`src/hw/rtl/ess_pkg.sv`:
```
// ess_pkg: shared types and codes for the elevator stop scheduler.
// No dependencies; imported by elevator_stop_scheduler.
`default_nettype none
package ess_pkg;

  localparam int CarsDef   = 10;
  localparam int QDepthDef = 16;
  localparam int FloorW    = 11;
  localparam int DoorW     = 3;

  typedef logic signed [FloorW-1:0] floor_t;
  typedef logic [DoorW-1:0] door_t;

  typedef enum logic [1:0] {
    MODE_REG  = 2'd0,
    MODE_CALL = 2'd1,
    MODE_STAT = 2'd2,
    MODE_DISC = 2'd3
  } mode_e;

  typedef enum logic [1:0] {
    KIND_CMD    = 2'd0,
    KIND_ASSIGN = 2'd1,
    KIND_UNAV   = 2'd2
  } kind_e;

  localparam door_t DOOR_CLOSED  = 3'd0;
  localparam door_t DOOR_OPENING = 3'd1;
  localparam door_t DOOR_CLOSING = 3'd3;
  localparam door_t DOOR_BETWEEN = 3'd4;

endpackage
`default_nettype wire

```
`src/hw/rtl/ess_ram.sv`:
```
// ess_ram: generic single-write, single-read RAM with registered read data.
// No dependencies.
`default_nettype none
module ess_ram #(
  parameter int Width = 8,
  parameter int Depth = 16
) (
  input  wire logic                                   clk_i,
  input  wire logic                                   we_i,
  input  wire logic [((Depth > 1) ? $clog2(Depth) : 1)-1:0] waddr_i,
  input  wire logic [Width-1:0]                       wdata_i,
  input  wire logic [((Depth > 1) ? $clog2(Depth) : 1)-1:0] raddr_i,
  output      logic [Width-1:0]                       rdata_o
);

  logic [Width-1:0] mem_q [Depth];

  always_ff @(posedge clk_i) begin
    if (we_i) begin
      mem_q[waddr_i] <= wdata_i;
    end
    rdata_o <= mem_q[raddr_i];
  end

endmodule
`default_nettype wire

```
`src/hw/rtl/elevator_stop_scheduler.sv`:
```
// elevator_stop_scheduler: per-car stop lists and call assignment.
// Depends on ess_pkg and ess_ram (car record RAM, stop list RAM).
//
//  channel   | signals                                   | handshake
//  ----------+-------------------------------------------+--------------------------
//  command   | mode_i car_i ..._floor_i door_code_i      | start_i & !busy_o
//  result    | kind_o car_id_o floor_o last_o            | result_valid_o, one cycle
//
// Register and disconnect complete from the idle state. Status updates the record, and
// also pops the head of a non-empty stop list when the door opens at the heading floor.
// A call examines the cars in turn and makes five list passes for a car (two
// searches, two insert searches with their shifts, one peak pass); the single read
// port of the stop list RAM sets its pace. busy_o is high while a status or call item
// is in progress; register and disconnect never raise it. Results cannot be stalled.
// Reset clears the active marks and the control state; records are written at register.
`default_nettype none
module elevator_stop_scheduler #(
  parameter int CARS        = ess_pkg::CarsDef,
  parameter int QUEUE_DEPTH = ess_pkg::QDepthDef
) (
  input  wire logic           clk_i,
  input  wire logic           rst_ni,
  input  wire logic           start_i,
  output      logic           busy_o,
  input  wire logic [1:0]     mode_i,
  input  wire logic [3:0]     car_i,
  input  wire ess_pkg::floor_t lowest_floor_i,
  input  wire ess_pkg::floor_t highest_floor_i,
  input  wire ess_pkg::floor_t source_floor_i,
  input  wire ess_pkg::floor_t target_floor_i,
  input  wire ess_pkg::door_t door_code_i,
  input  wire ess_pkg::floor_t at_floor_i,
  input  wire ess_pkg::floor_t heading_floor_i,
  output      logic           result_valid_o,
  output      logic [1:0]     kind_o,
  output      logic [3:0]     car_id_o,
  output      ess_pkg::floor_t floor_o,
  output      logic           last_o
);

  import ess_pkg::*;

  localparam int CW  = (CARS > 1) ? $clog2(CARS) : 1;
  localparam int CCW = $clog2(CARS + 1);
  localparam int NW  = $clog2(QUEUE_DEPTH + 1);
  localparam int LD  = CARS * QUEUE_DEPTH;
  localparam int AW  = $clog2(LD);

  typedef struct packed {
    floor_t        low;
    floor_t        high;
    floor_t        floor;
    floor_t        heading;
    floor_t        peak;
    door_t         door;
    logic [NW-1:0] cnt;
  } rec_t;

  typedef enum logic [3:0] {
    S_IDLE, S_STATUS, S_POP_RD, S_POP_WR, S_CAR_RD, S_CAR_CHK, S_SCAN_RD,
    S_SCAN_DAT, S_SHIFT_RD, S_SHIFT_WR, S_HEAD_RD, S_HEAD_DAT, S_ACK
  } state_e;

  typedef enum logic [2:0] {OP_FIND, OP_ASC, OP_PEAK, OP_DESC, OP_MAX} op_e;

  typedef enum logic [2:0] {
    PH_SRC, PH_SRC_INS, PH_DST, PH_DST_INS, PH_FIN, PH_STAT
  } ph_e;

  state_e        state_q, state_d;
  op_e           op_q, op_d;
  ph_e           ph_q, ph_d;
  logic [CARS-1:0] active_q, active_d;
  logic [CCW-1:0] c_q, c_d;
  rec_t          rec_q, rec_d;
  logic [NW-1:0] idx_q, idx_d, pos_q, pos_d;
  floor_t        prev_q, prev_d, f_q, f_d, src_q, src_d, dst_q, dst_d;
  floor_t        at_q, at_d, hd_q, hd_d;
  door_t         door_q, door_d;
  logic          found_q, found_d, ph2_q, ph2_d, ahead_q, ahead_d, past_q, past_d;
  logic          ov_q, ov_d, last_q, last_d;
  kind_e         kind_q, kind_d;
  logic [3:0]    cid_q, cid_d;
  floor_t        fl_q, fl_d;

  logic          rec_we;
  logic [CW-1:0] rec_waddr, rec_raddr;
  rec_t          rec_wdata, rec_rdata;
  logic          lst_we;
  logic [AW-1:0] lst_waddr, lst_raddr, base;
  floor_t        lst_wdata, lst_rdata;

  logic [31:0]   car_ext, c_ext;
  logic [CW-1:0] ci, c_lo;
  logic          car_in_range;

  assign car_ext      = 32'(car_i);
  assign c_ext        = 32'(c_q);
  assign ci           = car_ext[CW-1:0];
  assign c_lo         = c_ext[CW-1:0];
  assign car_in_range = (car_ext < 32'(CARS));
  assign base         = AW'(c_q) * AW'(QUEUE_DEPTH);

  ess_ram #(.Width($bits(rec_t)), .Depth(CARS)) u_rec_ram (
    .clk_i  (clk_i),
    .we_i   (rec_we),
    .waddr_i(rec_waddr),
    .wdata_i(rec_wdata),
    .raddr_i(rec_raddr),
    .rdata_o(rec_rdata)
  );

  ess_ram #(.Width(FloorW), .Depth(LD)) u_stop_ram (
    .clk_i  (clk_i),
    .we_i   (lst_we),
    .waddr_i(lst_waddr),
    .wdata_i(lst_wdata),
    .raddr_i(lst_raddr),
    .rdata_o(lst_rdata)
  );

  always_comb begin
    rec_t   r;
    floor_t d, eff;
    logic   scan_end, go_next, want_dst, want_fin;
    logic [NW-1:0] pos_v;

    state_d = state_q; op_d = op_q; ph_d = ph_q; active_d = active_q; c_d = c_q;
    rec_d = rec_q; idx_d = idx_q; pos_d = pos_q; prev_d = prev_q; f_d = f_q;
    src_d = src_q; dst_d = dst_q; at_d = at_q; hd_d = hd_q; door_d = door_q;
    found_d = found_q; ph2_d = ph2_q; ahead_d = ahead_q; past_d = past_q;
    ov_d = 1'b0; last_d = 1'b0; kind_d = kind_q; cid_d = cid_q; fl_d = fl_q;
    rec_we = 1'b0; rec_waddr = c_lo; rec_raddr = c_lo;
    lst_we = 1'b0; lst_waddr = base; lst_wdata = f_q; lst_raddr = base;
    r = rec_rdata; d = lst_rdata; eff = rec_rdata.floor;
    scan_end = 1'b0; go_next = 1'b0; want_dst = 1'b0; want_fin = 1'b0;
    pos_v = pos_q;

    case (state_q)
      S_IDLE: begin
        if (start_i) begin
          case (mode_i)
            MODE_REG: begin
              if (car_in_range && !active_q[ci]) begin
                active_d[ci] = 1'b1;
                rec_d.low = lowest_floor_i;
                rec_d.high = highest_floor_i;
                rec_d.floor = lowest_floor_i;
                rec_d.heading = lowest_floor_i;
                rec_d.peak = lowest_floor_i;
                rec_d.door = DOOR_CLOSED;
                rec_d.cnt = '0;
                rec_we = 1'b1;
                rec_waddr = ci;
              end
            end
            MODE_DISC: begin
              if (car_in_range) begin
                active_d[ci] = 1'b0;
              end
            end
            MODE_STAT: begin
              if (car_in_range && active_q[ci]) begin
                rec_raddr = ci;
                c_d = CCW'(car_ext);
                at_d = at_floor_i;
                hd_d = heading_floor_i;
                door_d = door_code_i;
                state_d = S_STATUS;
              end
            end
            default: begin
              c_d = '0;
              src_d = source_floor_i;
              dst_d = target_floor_i;
              state_d = S_CAR_RD;
            end
          endcase
        end
      end
      S_STATUS: begin
        r.door = door_q;
        r.floor = at_q;
        r.heading = hd_q;
        rec_d = r;
        if (door_q == DOOR_OPENING && at_q == hd_q && r.cnt != '0) begin
          idx_d = NW'(1);
          state_d = S_POP_RD;
        end else begin
          rec_we = 1'b1;
          state_d = S_IDLE;
        end
      end
      S_POP_RD: begin
        if (idx_q < rec_q.cnt) begin
          lst_raddr = base + AW'(idx_q);
          state_d = S_POP_WR;
        end else begin
          rec_d.cnt = rec_q.cnt - NW'(1);
          if (rec_d.cnt != '0) begin
            op_d = OP_MAX;
            ph_d = PH_STAT;
            idx_d = '0;
            state_d = S_SCAN_RD;
          end else begin
            rec_d.peak = rec_q.floor;
            rec_we = 1'b1;
            state_d = S_IDLE;
          end
        end
      end
      S_POP_WR: begin
        lst_we = 1'b1;
        lst_waddr = base + AW'(idx_q) - AW'(1);
        lst_wdata = lst_rdata;
        idx_d = idx_q + NW'(1);
        state_d = S_POP_RD;
      end
      S_CAR_RD: begin
        if (c_q == CCW'(CARS)) begin
          ov_d = 1'b1; last_d = 1'b1; kind_d = KIND_UNAV; cid_d = '0; fl_d = '0;
          state_d = S_IDLE;
        end else if (active_q[c_lo]) begin
          state_d = S_CAR_CHK;
        end else begin
          c_d = c_q + CCW'(1);
        end
      end
      S_CAR_CHK: begin
        if (src_q < r.low || src_q > r.high || dst_q < r.low || dst_q > r.high) begin
          c_d = c_q + CCW'(1);
          state_d = S_CAR_RD;
        end else begin
          eff = (r.door == DOOR_CLOSING || r.door == DOOR_BETWEEN) ? r.heading : r.floor;
          if (r.cnt == '0) begin
            r.peak = eff;
          end
          if (r.heading > r.floor) begin
            ahead_d = (src_q >= eff);
          end else if (r.heading < r.floor) begin
            ahead_d = (src_q <= eff);
          end else begin
            ahead_d = 1'b1;
          end
          past_d = (r.floor >= r.peak);
          rec_d = r;
          ph_d = PH_SRC;
          op_d = OP_FIND;
          f_d = src_q;
          idx_d = '0;
          found_d = 1'b0;
          state_d = S_SCAN_RD;
        end
      end
      S_SCAN_RD: begin
        if (idx_q < rec_q.cnt) begin
          lst_raddr = base + AW'(idx_q);
          state_d = S_SCAN_DAT;
        end else begin
          scan_end = 1'b1;
          pos_v = rec_q.cnt;
        end
      end
      S_SCAN_DAT: begin
        state_d = S_SCAN_RD;
        case (op_q)
          OP_FIND: begin
            if (d == f_q) begin
              found_d = 1'b1;
              scan_end = 1'b1;
            end else begin
              idx_d = idx_q + NW'(1);
            end
          end
          OP_ASC: begin
            if (!(d < rec_q.peak) || f_q < d) begin
              scan_end = 1'b1;
              pos_v = idx_q;
            end else begin
              idx_d = idx_q + NW'(1);
            end
          end
          OP_PEAK: begin
            // walk the ascending run from the front
            if (idx_q == '0 || d > prev_q) begin
              prev_d = d;
              idx_d = idx_q + NW'(1);
            end else begin
              scan_end = 1'b1;
              pos_v = idx_q;
            end
          end
          OP_DESC: begin
            if (!ph2_q) begin
              if (d == rec_q.peak) begin
                ph2_d = 1'b1;
              end
              idx_d = idx_q + NW'(1);
            end else if (d > f_q) begin
              idx_d = idx_q + NW'(1);
            end else begin
              scan_end = 1'b1;
              pos_v = idx_q;
            end
          end
          default: begin
            if (idx_q == '0 || d > prev_q) begin
              prev_d = d;
            end
            idx_d = idx_q + NW'(1);
          end
        endcase
      end
      S_SHIFT_RD: begin
        if (idx_q > pos_q) begin
          lst_raddr = base + AW'(idx_q) - AW'(1);
          state_d = S_SHIFT_WR;
        end else begin
          lst_we = 1'b1;
          lst_waddr = base + AW'(pos_q);
          lst_wdata = f_q;
          rec_d.cnt = rec_q.cnt + NW'(1);
          if (op_q == OP_PEAK) begin
            rec_d.peak = f_q;
          end
          go_next = 1'b1;
        end
      end
      S_SHIFT_WR: begin
        lst_we = 1'b1;
        lst_waddr = base + AW'(idx_q);
        lst_wdata = lst_rdata;
        idx_d = idx_q - NW'(1);
        state_d = S_SHIFT_RD;
      end
      S_HEAD_RD: begin
        state_d = S_HEAD_DAT;
      end
      S_HEAD_DAT: begin
        if (ph_q == PH_STAT) begin
          ov_d = 1'b1; last_d = 1'b1; kind_d = KIND_CMD; cid_d = c_ext[3:0]; fl_d = d;
          rec_we = 1'b1;
          state_d = S_IDLE;
        end else begin
          if (rec_q.cnt != '0 && (d != rec_q.heading || rec_q.door == DOOR_CLOSED)) begin
            ov_d = 1'b1; kind_d = KIND_CMD; cid_d = c_ext[3:0]; fl_d = d;
          end
          state_d = S_ACK;
        end
      end
      S_ACK: begin
        ov_d = 1'b1; last_d = 1'b1; kind_d = KIND_ASSIGN; cid_d = c_ext[3:0]; fl_d = '0;
        rec_we = 1'b1;
        state_d = S_IDLE;
      end
      default: state_d = S_IDLE;
    endcase

    if (scan_end) begin
      case (op_q)
        OP_FIND: begin
          if (ph_q == PH_SRC) begin
            if (!found_d) begin
              ph_d = PH_SRC_INS;
              idx_d = '0;
              ph2_d = 1'b0;
              if (src_q > rec_q.peak) begin
                op_d = OP_PEAK;
              end else if (ahead_q && !past_q) begin
                op_d = OP_ASC;
              end else begin
                op_d = OP_DESC;
              end
              state_d = S_SCAN_RD;
            end else begin
              want_dst = 1'b1;
            end
          end else if (!found_d) begin
            ph_d = PH_DST_INS;
            op_d = OP_DESC;
            idx_d = '0;
            ph2_d = 1'b0;
            state_d = S_SCAN_RD;
          end else begin
            want_fin = 1'b1;
          end
        end
        OP_MAX: begin
          rec_d.peak = prev_q;
          state_d = S_HEAD_RD;
        end
        default: begin
          pos_d = pos_v;
          if (rec_q.cnt >= NW'(QUEUE_DEPTH)) begin
            go_next = 1'b1;  // full list: insert dropped
          end else begin
            idx_d = rec_q.cnt;
            state_d = S_SHIFT_RD;
          end
        end
      endcase
    end

    if (go_next) begin
      if (ph_q == PH_SRC_INS) begin
        want_dst = 1'b1;
      end else begin
        want_fin = 1'b1;
      end
    end
    if (want_dst) begin
      ph_d = PH_DST;
      op_d = OP_FIND;
      f_d = dst_q;
      idx_d = '0;
      found_d = 1'b0;
      state_d = S_SCAN_RD;
    end
    if (want_fin) begin
      ph_d = PH_FIN;
      if (rec_d.cnt != '0) begin
        op_d = OP_MAX;
        idx_d = '0;
        state_d = S_SCAN_RD;
      end else begin
        state_d = S_HEAD_RD;
      end
    end

    rec_wdata = rec_d;
  end

  always_ff @(posedge clk_i or negedge rst_ni) begin
    if (!rst_ni) begin
      state_q <= S_IDLE;
      active_q <= '0;
      ov_q <= 1'b0;
      last_q <= 1'b0;
      op_q <= OP_FIND;
      ph_q <= PH_SRC;
      kind_q <= KIND_CMD;
    end else begin
      state_q <= state_d;
      active_q <= active_d;
      ov_q <= ov_d;
      last_q <= last_d;
      op_q <= op_d;
      ph_q <= ph_d;
      kind_q <= kind_d;
    end
  end

  always_ff @(posedge clk_i) begin
    c_q <= c_d; rec_q <= rec_d; idx_q <= idx_d; pos_q <= pos_d; prev_q <= prev_d;
    f_q <= f_d; src_q <= src_d; dst_q <= dst_d; at_q <= at_d; hd_q <= hd_d;
    door_q <= door_d; found_q <= found_d; ph2_q <= ph2_d; ahead_q <= ahead_d;
    past_q <= past_d; cid_q <= cid_d; fl_q <= fl_d;
  end

  assign busy_o         = (state_q != S_IDLE);
  assign result_valid_o = ov_q;
  assign kind_o         = kind_q;
  assign car_id_o       = cid_q;
  assign floor_o        = fl_q;
  assign last_o         = last_q;

  a_unav_last: assert property (@(posedge clk_i) disable iff (!rst_ni)
    (ov_q && kind_q == KIND_UNAV) |-> (last_q && cid_q == '0))
    else $error("unavailable result not final");
  a_ack_last: assert property (@(posedge clk_i) disable iff (!rst_ni)
    (ov_q && kind_q == KIND_ASSIGN) |-> last_q)
    else $error("assignment result not final");
  a_more_follows: assert property (@(posedge clk_i) disable iff (!rst_ni)
    (ov_q && !last_q) |=> (ov_q && kind_q == KIND_ASSIGN))
    else $error("non-final beat not followed by assignment");
  a_busy_results: assert property (@(posedge clk_i) disable iff (!rst_ni)
    (ov_q && !last_q) |-> busy_o)
    else $error("non-final beat while idle");

endmodule
`default_nettype wire
```
`config.mk`:
```
export PLATFORM = sky130hd
export DESIGN_NAME = elevator_stop_scheduler
export DESIGN_NICKNAME = d
export VERILOG_FILES = /design/src/hw/rtl/ess_pkg.sv /design/src/hw/rtl/ess_ram.sv /design/src/hw/rtl/elevator_stop_scheduler.sv
export SDC_FILE = /design/constraint.sdc
export NUM_CORES = 2
export LEC_CHECK = 0
export ABC_AREA = 1
export BUFFER_PORTS_ARGS = -buffer_cell sky130_fd_sc_hd__clkbuf_2
export CELL_PAD_IN_SITES_DETAIL_PLACEMENT = 1
export CELL_PAD_IN_SITES_GLOBAL_PLACEMENT = 2
export CORE_MARGIN = 1
export CORE_UTILIZATION = 41
export CTS_BUF_LIST = sky130_fd_sc_hd__clkbuf_4
export DETAILED_ROUTE_END_ITERATION = 7
export GPL_TIMING_DRIVEN = 0
export PLACE_DENSITY_LB_ADDON = 0.1
export SETUP_SLACK_MARGIN = 0.2
export SYNTH_ARGS = -nofsm -noshare
export SYNTH_HDL_FRONTEND = slang
export SYNTH_HIERARCHICAL = 1
export SYNTH_SLANG_ARGS = --single-unit
```
`constraint.sdc`:
```
create_clock -name clk_i -period 9.76 [get_ports clk_i]
set_clock_uncertainty 0.2 [all_clocks]
set_input_delay 0.976 -clock clk_i [delete_from_list [all_inputs] [get_ports clk_i]]
set_output_delay 0.976 -clock clk_i [all_outputs]
set_load 0.1 [all_outputs]
```
# ---- Yosys cells after proc, flatten, opt, wreduce, memory -nomap -nowiden
# Memories as Yosys holds them, arrays and structs flattened. A register that Yosys moved wholly into a read port is not among the register bits.
# Cells that the tools add are included.
dict set report totals {
  ff_bits 189
  mem_bits_rw 2390
  input_bits 78
  out_inout_bits 20
  mem_count 2
}
dict set report op_classes {
  add_sub_neg 8
  order_cmp 21
  eq_ne 44
  muxes 189
  bitwise 7
  n_reduce_logical 49
}
# name words word_bits rd rd_ports_with_merged_regs write_ports line
set mem_list {}
lappend mem_list {u_stop_ram.mem_q 160 11 1 1 1 ess_ram.sv:16} ;# logic [Width-1:0] mem_q [Depth];
lappend mem_list {u_rec_ram.mem_q 10 63 1 1 1 ess_ram.sv:16}
# operator count
set ops {}
lappend ops {{$mux W63} 4}
lappend ops {{$mux W11} 17}
lappend ops {{$pmux W44 S3} 1}
lappend ops {{$mux W4} 29}
lappend ops {{$mux W5} 22}
lappend ops {{$gt A11 B11 Y1} 6}
lappend ops {{$mux W3} 22}
lappend ops {{$lt A11 B11 Y1} 5}
lappend ops {{$pmux W11 S5} 1}
lappend ops {{$mux W1} 51}
lappend ops {{$pmux W4 S12} 1}
lappend ops {{$eq A11 B11 Y1} 3}
lappend ops {{$pmux W11 S3} 1}
lappend ops {{$pmux W5 S6} 1}
lappend ops {{$pmux W5 S5} 1}
lappend ops {{$eq A4 B4 Y1 const B} 6}
lappend ops {{$mux W8} 3}
lappend ops {{$pmux W4 S2} 3}
lappend ops {{$pmux W4 S3} 2}
lappend ops {{$pmux W8 S3} 1}
lappend ops {{$ge A11 B11 Y1} 2}
lappend ops {{$mux W10} 2}
lappend ops {{$pmux W10 S2} 1}
lappend ops {{$pmux W5 S2} 2}
lappend ops {{60 further kinds} 131}

# ---- Logic depth before layout (Yosys ltp)
dict set report depth {
  depth_word 15
  mapped_depth 25
  depth_no_buf 22
}

# ---- Hierarchy
# Netlist, hierarchy kept.
# module instances cells_each area_each_um2 seq_area_each_um2
set by_module_without_submodules {}
lappend by_module_without_submodules {{ess_ram (u_stop_ram)} 1 5813 71541.1 53070.9}
lappend by_module_without_submodules {{ess_ram (u_rec_ram)} 1 2478 27709.1 20179.4}
lappend by_module_without_submodules {elevator_stop_scheduler 1 1906 14244.9 4854.7}

# ---- Least setup slack after synthesis
# OpenSTA, ideal clock, no wires.
dict set report synth_timing {
  path_type {reg2reg}
  startpoint {reg state_q[3]}
  endpoint {mem u_stop_ram/mem_q[0][10] (netlist bit) (data pin)}
  setup_ps 1445
  arrival_ps 7519
  required_ps 8115
  setup_slack_ps 595
  stages_incl_launch_ff 8
  period_less_slack_ps 9165
  cell_sequence {dfrtp_1 inv_1 nor2_1 inv_2 nor2_1 nor2_1 clkbuf_1 o21ai_0}
}
dict set report synth_via {
  elab_chain_len 3
}
# item line
set synth_rtl {}
lappend synth_rtl {{from (decl)} elevator_stop_scheduler.sv:70} ;# state_e state_q, state_d;
lappend synth_rtl {{from (signal assigned)} elevator_stop_scheduler.sv:443} ;# state_q <= state_d;
lappend synth_rtl {{$eq A4 B4 Y1 or $eq A4 B2 Y1 (tied branches)} elevator_stop_scheduler.sv:139} ;# case (state_q)
lappend synth_rtl {{$reduce_or A2 Y1 (no line) *} n/a}
lappend synth_rtl {{$mux W11 *} n/a}
lappend synth_rtl {{net lst_wdata[10]} elevator_stop_scheduler.sv:91} ;# floor_t lst_wdata, lst_rdata;
lappend synth_rtl {{to (decl)} ess_ram.sv:16}
# Mark *: on every way through the listed nets, which the timed path passes. The rest lies on a longest branch.

# ---- Worst setup path in the final report
dict set report layout_timing {
  startpoint {reg rec_q[4] (netlist bit)}
  endpoint {reg u_stop_ram.rdata_o[1], read port of u_stop_ram.mem_q}
}
dict set report layout_via {
  elab_chain_len 3
}
# item line
set layout_rtl {}
lappend layout_rtl {{from (decl)} elevator_stop_scheduler.sv:75} ;# rec_t rec_q, rec_d;
lappend layout_rtl {{from (signal assigned)} elevator_stop_scheduler.sv:454} ;# c_q <= c_d; rec_q <= rec_d; idx_q <= idx_d; pos_q <= pos_d; prev_q <= prev_d;
lappend layout_rtl {{$lt A5 B5 Y1} {elevator_stop_scheduler.sv:195, elevator_stop_scheduler.sv:256}}
lappend layout_rtl {{$mux W8} {elevator_stop_scheduler.sv:195, elevator_stop_scheduler.sv:256}}
lappend layout_rtl {{$pmux W8 S2} elevator_stop_scheduler.sv:139}
lappend layout_rtl {{net lst_raddr[4]} elevator_stop_scheduler.sv:90} ;# logic [AW-1:0] lst_waddr, lst_raddr, base;
lappend layout_rtl {{to (decl)} ess_ram.sv:13} ;# output logic [Width-1:0] rdata_o
# The timed path passes the listed nets, and every way through them passes these cells.
# A chain may end at the register's enable or synchronous reset.

==> results.md <==
- IO buf count: 96
- Synth Area in Compound Gates: 3.93%
- Violated checks: max-capacitance violations, max-slew violations
- Die Height: between 500 and 600 um
- Ports: 98
- CTS tree: built
- Syn nets: roughly 10000
- Reg clk slew, reported paths: 0.06 ns
- Critical path class: flop to flop
- Largest net degree at the start of global routing: 37
- Final period utilization: 74.7%
- Worst hold path type: primary input to flop
- Crit-path slowest cell: o221ai_1
- GP Congestion: 0.947
- Final Setup Violations: 0
- Total CTS buffers: around 720
- Max stage delay on crit path: 1.03 ns
- Met1 Routed Length: roughly 190000 um
- Synth unique cells: 64
- Htree depth: 6
- Worst slew pin tran: roughly 1.6 ns
- Row cnt: between 150 and 200
- Max Fanout on Critical Path: 10
- Max-cap violations: 2
- Cell area after synthesis: approximately 110000 um^2
- Hold Fails Final Rpt: 0
- Clock period minus worst slack: 7.30 ns
- Max Clock Freq: 137 MHz
- Vias in the first global route: between 80000 and 90000
- Synthesis-to-layout area growth: 16.2%
- Synth area leaders: edfxtp_1 66%, nand2_1 9.0%, nand3_1 8.4%, dfxtp_1 2.5%, inv_1 2.2%
- Yosys reg bits: 2653
- Synth Instances: roughly 10000
- Synth warnings: 6
- Detail Route Antenna Nets: 0
- Ys flop type: edfxtp_1
- Unrepaired setup endpoints after global routing: false
- Leakage power: ~50 nW
- Core Box Area: 274000 um^2
- Status: finished with violations
- Adder-cell share of the synthesized area: about 1.6%
- CP Capture Type: flop
- CP Buf/Inv Count: 6
- Synth Area in Simple Gates: 20.2%
- First-pass GRT wire length: approximately 660000 um
- Fraction of layout cells with a size suffix above 1: between 10% and 20%
- Longest Clk Path Bufs: 4
- Main combinational cell family by area after synthesis: simple AND/OR/NAND/NOR gates
- Synth async-reset ratio: less than 1%
- Setup TNS: 0 ns
- Max-slew violations: 17
- Multiplexer share of the synthesized area: 0.0452%
- Root Driver: clkbuf_4
- Syn Area/Cell: roughly 11 um^2
- FF-to-FF setup slack: 2.46 ns
- Gr ovfl total: 0
- Via-per-instance ratio: roughly 5.7
- First DRT Iteration DRCs: 8291
- Worst VDD drop: about 0.00010 V
- Sink Count: 2653
- Power Density: between 150 and 200 nW/um^2
- CP top delay family: buffers and inverters
- First-pass detailed-route iteration total: 6
- Arrival time at the worst endpoint: 8.39 ns
- Top sig layer: met5
- Crit path top cell by count: nand2_1
- Post-synth top area cell: edfxtp_1
- GRT Overall Usage: roughly 34%
- Post-CTS Setup Bufs: 0
- EDFF count, synth: around 2500
- Worst-Skew Late Latency: between 1.5 and 2 ns
- Starting Density: 41.4%
- Initial antenna violation count: 22
- CP Cell Sequence: clkbuf_1 -> inv_1 -> ha_1 -> nand2_1 -> nor2_1 -> o21ai_1 -> nand2_1 -> inv_2 -> nand2_1 -> nand2_1 -> o221ai_1 -> clkbuf_1 -> buf_2 -> buf_1 -> nand3_1 -> nand3_1 -> nand2_1
- DP HPWL: ~350000 um
- Drc violations: 0
- WL met2: approximately 230000 um
- Finished Layout Cells: between 15000 and 20000
- Startpoint class of the critical path: flop
- WP data required: between 10 and 15 ns
- WL/cell: approximately 31 um
- Slew HR: -4.74%
- Metal3 WL: around 32000 um
- Share of the synthesized area in the top cell type: 65.7%
- Total Nets Final: 11494
- Drt total wl: approximately 480000 um
- Die area: around 280000 um^2
- Die width: roughly 530 um
- Placed insts: between 10000 and 15000
- Sequential area share after synthesis: between 60% and 70%
- Via count: roughly 88000
- Area share of xor/xnor cells in the synthesized design: 0.247%
## flip-flops by register name (all words and copies together) (netlist names), 3 cells and up, named ones only
signal,flops
floor_o,11
ph_q,3
src_q,11
u_stop_ram/mem_q,1760
door_q,3
op_q,3
hd_q,11
rec_q,63
u_stop_ram/rdata_o,11
c_lo,4
pos_q,5
car_id_o,4
state_q,4
idx_q,5
f_q,11
at_q,11
dst_q,11
u_rec_ram/mem_q,630
u_rec_ram/rdata_o,63
prev_q,11
## synth_stat cells (all sizes together) (2+ instances only)
master / number
edfxtp: 2485
dfrtp: 24
a21boi: 2
or2: 7
clkbuf: 146
buf: 422
clkinv: 5
nand4: 38
a32oi: 5
nand3b: 3
a21oi: 107
nand2: 2747
dfxtp: 144
xnor2: 10
mux2i: 4
o221ai: 71
o22ai: 38
o2111ai: 20
ha: 144
o31ai: 4
a221oi: 20
a31o: 2
o21ai: 400
inv: 676
nor2: 645
o211ai: 42
a21o: 4
nor3: 21
xor2: 22
a41oi: 5
o21a: 9
a211oi: 3
a22oi: 4
nand3: 1899
a31oi: 2
nor4: 11
## per-layer routing
layer  GRT usage [%]  up-vias
met5               0        -
met4            20.8       24
met3            5.50     1053
met2            55.3     3742
met1            42.1    44740
li1                -    38173
## timing repair
| action | in CTS | in global routing |
|---|---|---|
| gates resized for setup | 0 | 0 |
| hold buffers | 126 | 0 |
| hold endpoints to repair | 181 | 0 |
## metrics by stage
stage | hold slack, ns | worst slack, ns | power, mW | util [%] | area [um^2]
finish | 0.169 | 2.46 | 22.3 | 48.1 | 132000
global route | 0.125 | 2.45 | 23.1 | 48.1 | 132000
CTS | 0.00859 | 2.66 | 22.5 | 48.0 | 132000
detailed placement | 0.245 | 2.71 | 12.5 | 44.3 | 122000
global placement | 0.240 | -13.67 | 12.5 | 43.2 | 119000
floorplan | 0.226 | 0.595 | 12.5 | - | 113000
## where the power goes
part / leakage [nW] / total, mW / switching (mW) / internal, mW
sequential: 25.5 / 12.2 / 0.0000561 / 12.2
clock: 5.37 / 10.0 / 4.92 / 5.08
combinational: 19.5 / 0.0879 / 0.0410 / 0.0469
total: 50.4 / 22.3 / 4.96 / 17.4
## final timing paths
check	startpoint	end	cells past startpoint
max reg2reg	rec_q[4]	u_stop_ram/rdata_o[1]	17
max in group asynchronous	rst_ni	asynchronous set/reset pin	4
min in group asynchronous	rst_ni	last_o	4
min reg2reg	u_rec_ram/mem_q[9][61]	u_rec_ram/rdata_o[61]	2
min	highest_floor_i[7]	rec_q[48]	3
max	rec_q[4]	u_stop_ram/rdata_o[1]	17
## cells in the final DEF, fill, tap and decap left out, types with 42 or more instances in the layout
master            n
clkinv_1        128
a21oi_1          98
buf_2           209
dfxtp_1         144
dlygate4sd3_1   125
buf_1            66
edfxtp_1       2485
clkbuf_2         96
clkbuf_1        146
ha_1            144
buf_12           71
inv_1           658
clkbuf_4       1066
o221ai_1         68
buf_6            91
buf_4            70
o211ai_1         42
nand3_1        1895
nor2_1          548
o21ai_0         366
nor2_2           82
nand2_1        2731
## tightest hold or removal path, cell delays in order
cell      delay, ns
clkbuf_2       0.09
nand2_1        0.08
a41oi_1        0.62
## cell families (layout without fill, tap and decap cells)
logic type | after synthesis | after routing
adders and majority gates | 144 | 144
and+or+nand+nor | 5373 | 5373
muxes | 5 | 5
xor gates and xnor gates | 32 | 32
AOI/OAI and AO/OA | 741 | 741
buffers and inverters | 1249 | 2860
other | 0 | 19
DFF | 2653 | 2653
## area by class of cell
cell class | count | area, um^2
Sequential cell | 2653 | 78100
Inverter | 681 | 2570
Antenna cell | 19 | 47.5
Timing Repair Buffer | 357 | 4300
Multi-Input combinational cell | 6295 | 30000
Clock buffer | 1066 | 8000
Clock inverter | 188 | 1020
Fill cell | 29914 | 142000
Buffer | 568 | 3300
Tap cell | 3686 | 4610
Power figures use the tool's default switching activity.
